`src/design/bbis_ram.sv`:
```
// Generic single-port RAM with registered read data.
module bbis_ram #(
  parameter int WIDTH = 8,
  parameter int DEPTH = 256
) (
  input  logic                     clk,
  input  logic                     we,
  input  logic [$clog2(DEPTH)-1:0] addr,
  input  logic [WIDTH-1:0]         wdata,
  output logic [WIDTH-1:0]         rdata
);

  logic [WIDTH-1:0] mem [DEPTH];

  always_ff @(posedge clk) begin
    if (we) begin
      mem[addr] <= wdata;
    end
    rdata <= mem[addr];
  end

endmodule

```
`config.mk`:
```
export PLATFORM = sky130hd
export DESIGN_NAME = bbis_ram
export DESIGN_NICKNAME = d
export VERILOG_FILES = /design/src/design/bbis_ram.sv
export SDC_FILE = /design/constraint.sdc
export NUM_CORES = 2
export LEC_CHECK = 0
export BUFFER_PORTS_ARGS = -buffer_cell sky130_fd_sc_hd__buf_4
export CAP_MARGIN = 20
export CORE_UTILIZATION = 60
export CTS_BUF_LIST = sky130_fd_sc_hd__clkbuf_8
export DETAILED_ROUTE_END_ITERATION = 6
export PLACE_DENSITY = 0.79
export SYNTH_ARGS = -nofsm -noshare
export SYNTH_HDL_FRONTEND = slang
export SYNTH_SLANG_ARGS = --single-unit
```
`constraint.sdc`:
```
create_clock -name clk -period 6.6 [get_ports clk]
set_input_delay 0.66 -clock clk [delete_from_list [all_inputs] [get_ports clk]]
set_output_delay 0.66 -clock clk [all_outputs]
set_load 0.01 [all_outputs]
```
Word-level counts from Yosys, hierarchy flattened
Memories as Yosys holds them, arrays and structs flattened. A register that Yosys moved wholly into a read port is not among the register bits.
Index checks and enable logic that the tools add are counted.
{"block": "classes", "muxes": 2}
{"operator": "1-bit 2-to-1 mux", "n": 2}
{"block": "word_totals", "register_bits": 0, "output_inout_bits": 8, "mem_bits_rw": 2048, "memories": 1, "word_cells": 3}
{"name": "mem", "words": 256, "width": 8, "rd": 1, "rd_ports_with_merged_regs": 1, "write_ports": 1, "line": "13", "text": "logic [WIDTH-1:0] mem [DEPTH];"}

Logic depth before layout (Yosys ltp)
{"block": "logic_depth", "depth_word": 2, "mapped_depth": 10, "depth_no_buf": 5}

Worst setup path before layout
No wires, ideal clock.
{"block": "synth_timing", "path_kind": "input to register", "from": "input addr[1]", "to": "memory mem[111][0] (enable)", "path_stages": 9, "path_slack_ns": 3.721, "required_time_ns": 6.230, "setup_time_ns": 0.370, "arrival_ns": 2.509, "cell_sequence": "buf_2 clkbuf_1 clkbuf_1 nand2_1 buf_2 nor2_1 nand2_1 clkbuf_1 nor2_1"}
{"item": "from (decl)", "line": "8", "text": "input logic [$clog2(DEPTH)-1:0] addr,"}
{"item": "to (decl)", "line": "13"}
Straight into the memory's write port.

==> impl_metrics.py <==
metrics = {
    "status": {
        "status": "complete, no violations",
    },
    "global_route": {
        "first_global_vias": 39000,
        "grt_pass1_wl_mm": 260,
        "grt_max_degree": 145,
        "grt_usage_pct": 27.5,
        "antenna_found_initial": 10,
        "overflow": 0,
    },
    "setup_path": {
        "critPathCaptureType": "flip-flop",
        "crit_family": "buffers and inverters",
        "crit_slowest_cell": "o41ai_2",
        "crit_chain": "buf_8 > buf_4 > buf_4 > mux4_2 > a22oi_1 > a21oi_1 > o41ai_2 > nand4_1",
        "setup.worst_path.start_class": "input port",
        "path_buf_inv": 3,
        "worstSetupPathDepth": 8,
        "cp-startpoint": "addr[0]",
        "cp.arrival_ns": 4.39,
        "worstReg2RegStart": "mem[251][6]$_DFFE_PP_",
        "critPathMostFrequentCell": "buf_4",
        "required_ns": 7.40,
        "reg2reg_depth": 5,
        "max_stage_delay_ns": 0.86,
        "crit_type": "in2reg",
        "path_max_fanout": 67,
    },
    "sta": {
        "rsz0062_at_grt": "false",
        "tightest_slew_ns": 1.19,
        "period_share_pct": 54.3,
        "skew_ns": 0.0592,
        "finalHoldViolations": 0,
        "tns_ns": 0,
        "setup_slack_ns": 3.01,
        "maxSlewViolCount": 0,
        "setup_viol": 0,
        "max_freq_mhz": 279,
        "timing.slew.headroom_pct": 20.2,
        "final.min_clock_period_ns": 3.59,
    },
    "routing": {
        "drc_errors": 0,
        "routed_wl_mm": 177,
        "antenna_left": 0,
        "drt_iter0_markers": 5579,
        "vias_per_cell": 6.72,
        "drt-pass1-iter-count": 6,
        "wl_per_cell_um": 30.9,
        "vias": 38500,
    },
    "clock_tree": {
        "worst_skew_pair.late_latency_ns": 1.00,
        "cts_resized": 0,
        "postCtsSetupRepairBufs": 0,
        "cts-buffers-inserted": 324,
        "h-tree-depth": 5,
        "clkTransAtPathRegs_ns": 0.06,
        "cts_tree": "built",
        "clock_sinks": 2056,
        "cts_root_buf": "clkbuf_8",
        "hold_buffers": 0,
        "clk_path_buf_depth": 4,
    },
    "placement": {
        "placed_cell_area_um2": 80900,
        "portBuffers": 25,
        "dp.cells": 5177,
        "hpwl_mm": 101,
        "place.gp.congestion": 0.836,
        "pre_cts_slack_ns": 1.83,
    },
    "synth": {
        "seq_area_frac_synth_pct": 78.6,
        "synth-seq-cells": 2056,
        "synth_cell_types": 22,
        "yosysTopAreaCell": "edfxtp_1",
        "ys.flop_type": "edfxtp_1",
        "synthArstFlopShare_pct": 0,
        "synth_edf_count": 2048,
        "syn-cell-area_um2": 78500,
        "yosysMostFrequentCell": "edfxtp_1",
        "yosysWarnings": 0,
        "syn-num-nets": 3565,
        "synthCells": 3547,
        "ys_top_cells_by_area": "edfxtp_1 78%, mux4_2 15%, a22oi_1 2.4%",
        "synth_common_cells": "2048 x edfxtp_1, 512 x mux4_2, 256 x a22oi_1, 232 x nor2_1, 145 x clkbuf_1",
        "netlist.area_leader.share_pct": 78.3,
        "syn_avg_cell_area_um2": 22.1,
    },
    "cells_and_area": {
        "nets": 3780,
        "syn_to_final_growth_pct": 10.2,
        "final_cell_area_um2": 86500,
        "stdcell_count": 5734,
        "drive_gt1_share_pct": 26.3,
    },
    "min_path": {
        "holdCritPathClass": "in2reg",
        "worstHoldStart": "wdata[4]",
        "holdPathStages": 1,
    },
    "power": {
        "ir_worst_vdd_mv": 0.209,
        "intPower_mw": 19.5,
        "p_clk_share_pct": 37.7,
        "comb_power_share_pct": 4.7,
        "p_seq_share_pct": 57.6,
        "p_sw_mw": 5.50,
        "power_density_nw_per_um2": 289,
        "power_leakage_nw": 26.6,
        "p_sw_share_pct": 22.0,
    },
    "floorplan": {
        "core_area_um2": 130000,
        "pin_count": 26,
        "fp-row-count": 132,
        "die_w_um": 364,
        "start_util_pct": 60.5,
        "dieArea_um2": 132000,
        "fp.dieH_um": 364,
    },
    "flow_run": {
        "maxCapViolCount": 0,
    },
}
[power by group through the flow]
stage	registers, mW	logic, mW	clock network, mW
2_1_floorplan	14.7	0.640	0
3_3_place_gp	14.7	1.12	0
3_5_place_dp	14.7	1.16	0
4_1_cts	14.4	1.16	9.52
5_1_grt	14.4	1.22	10.1
6_report	14.4	1.16	9.44
[cell families (layout without fill, tap and decap cells)]
logic type             after synthesis  count (layout)  synth area share [%]
AOI/OAI and AO/OA                  416             416                  3.62
muxes                              512             512                  14.7
DFF                               2056            2056                  78.6
other                                0               7                     0
buffers and inverters              233             671                  1.40
and+or+nand+nor                    330             330                  1.73
[worst paths after layout]
kind / endpoint / slack (ns)
worst min-delay path: mem[138][4]$_DFFE_PP_ / 0.25
worst max-delay path: rdata[3]$_DFF_P_ / 3.01
worst max register to register: rdata[6]$_DFF_P_ / 3.72
worst min register to register: rdata[3]$_DFF_P_ / 0.97
[flip-flops by register name (all words and copies together), names as in the netlist]
name   cells
rdata      8
mem     2048
[worst register-to-register path: cells and delay by family (launching register included)]
kind | cells | cell delay [ns]
compound gates | 3 | 1.62
mux | 1 | 0.48
flops | 1 | 0.37
simple gates | 1 | 0.21
[per-stage QoR]
stage	util, %	hold slack, ns	power [mW]
after global routing	66.7	0.246	25.7
after CTS	66.7	0.190	25.1
after global placement	62.3	0.900	15.8
after detailed placement	62.4	0.938	15.8
final	66.7	0.249	25.0
after floorplan	-	0.759	15.3
[routing by layer]
metal / routed length, um / vias to the layer above / track usage, %
li1: - / 15500 / -
met1: 65400 / 19900 / 38.9
met2: 84900 / 2635 / 42.1
met3: 21200 / 390 / 6.95
met4: 5780 / 16 / 10.2
met5: 104 / - / 0
[area by class of cell]
type                       instances  area [um^2]
antenna                            7         17.5
clock buffer                     331         4560
timing repair buffer             121         1130
inverter                           1         3.75
clock inverter                   218          973
multi-input combinational       1258        15900
sequential                      2056        61700
fill                            7771        43200
tap                             1742         2180
[cell usage in the layout, fill, tap and decap left out, drive strengths merged, types with 13 or more instances in the layout]
master	netlist	layout
edfxtp	2048	2048
mux4	512	512
clkbuf	145	340
a22oi	256	256
nor2	232	232
a21oi	128	128
clkinv	0	115
buf	87	112
inv	1	96
o41ai	32	32
nor3	30	30
nand2	28	28
nand3	13	13
(Power assumes the default switching activity.)
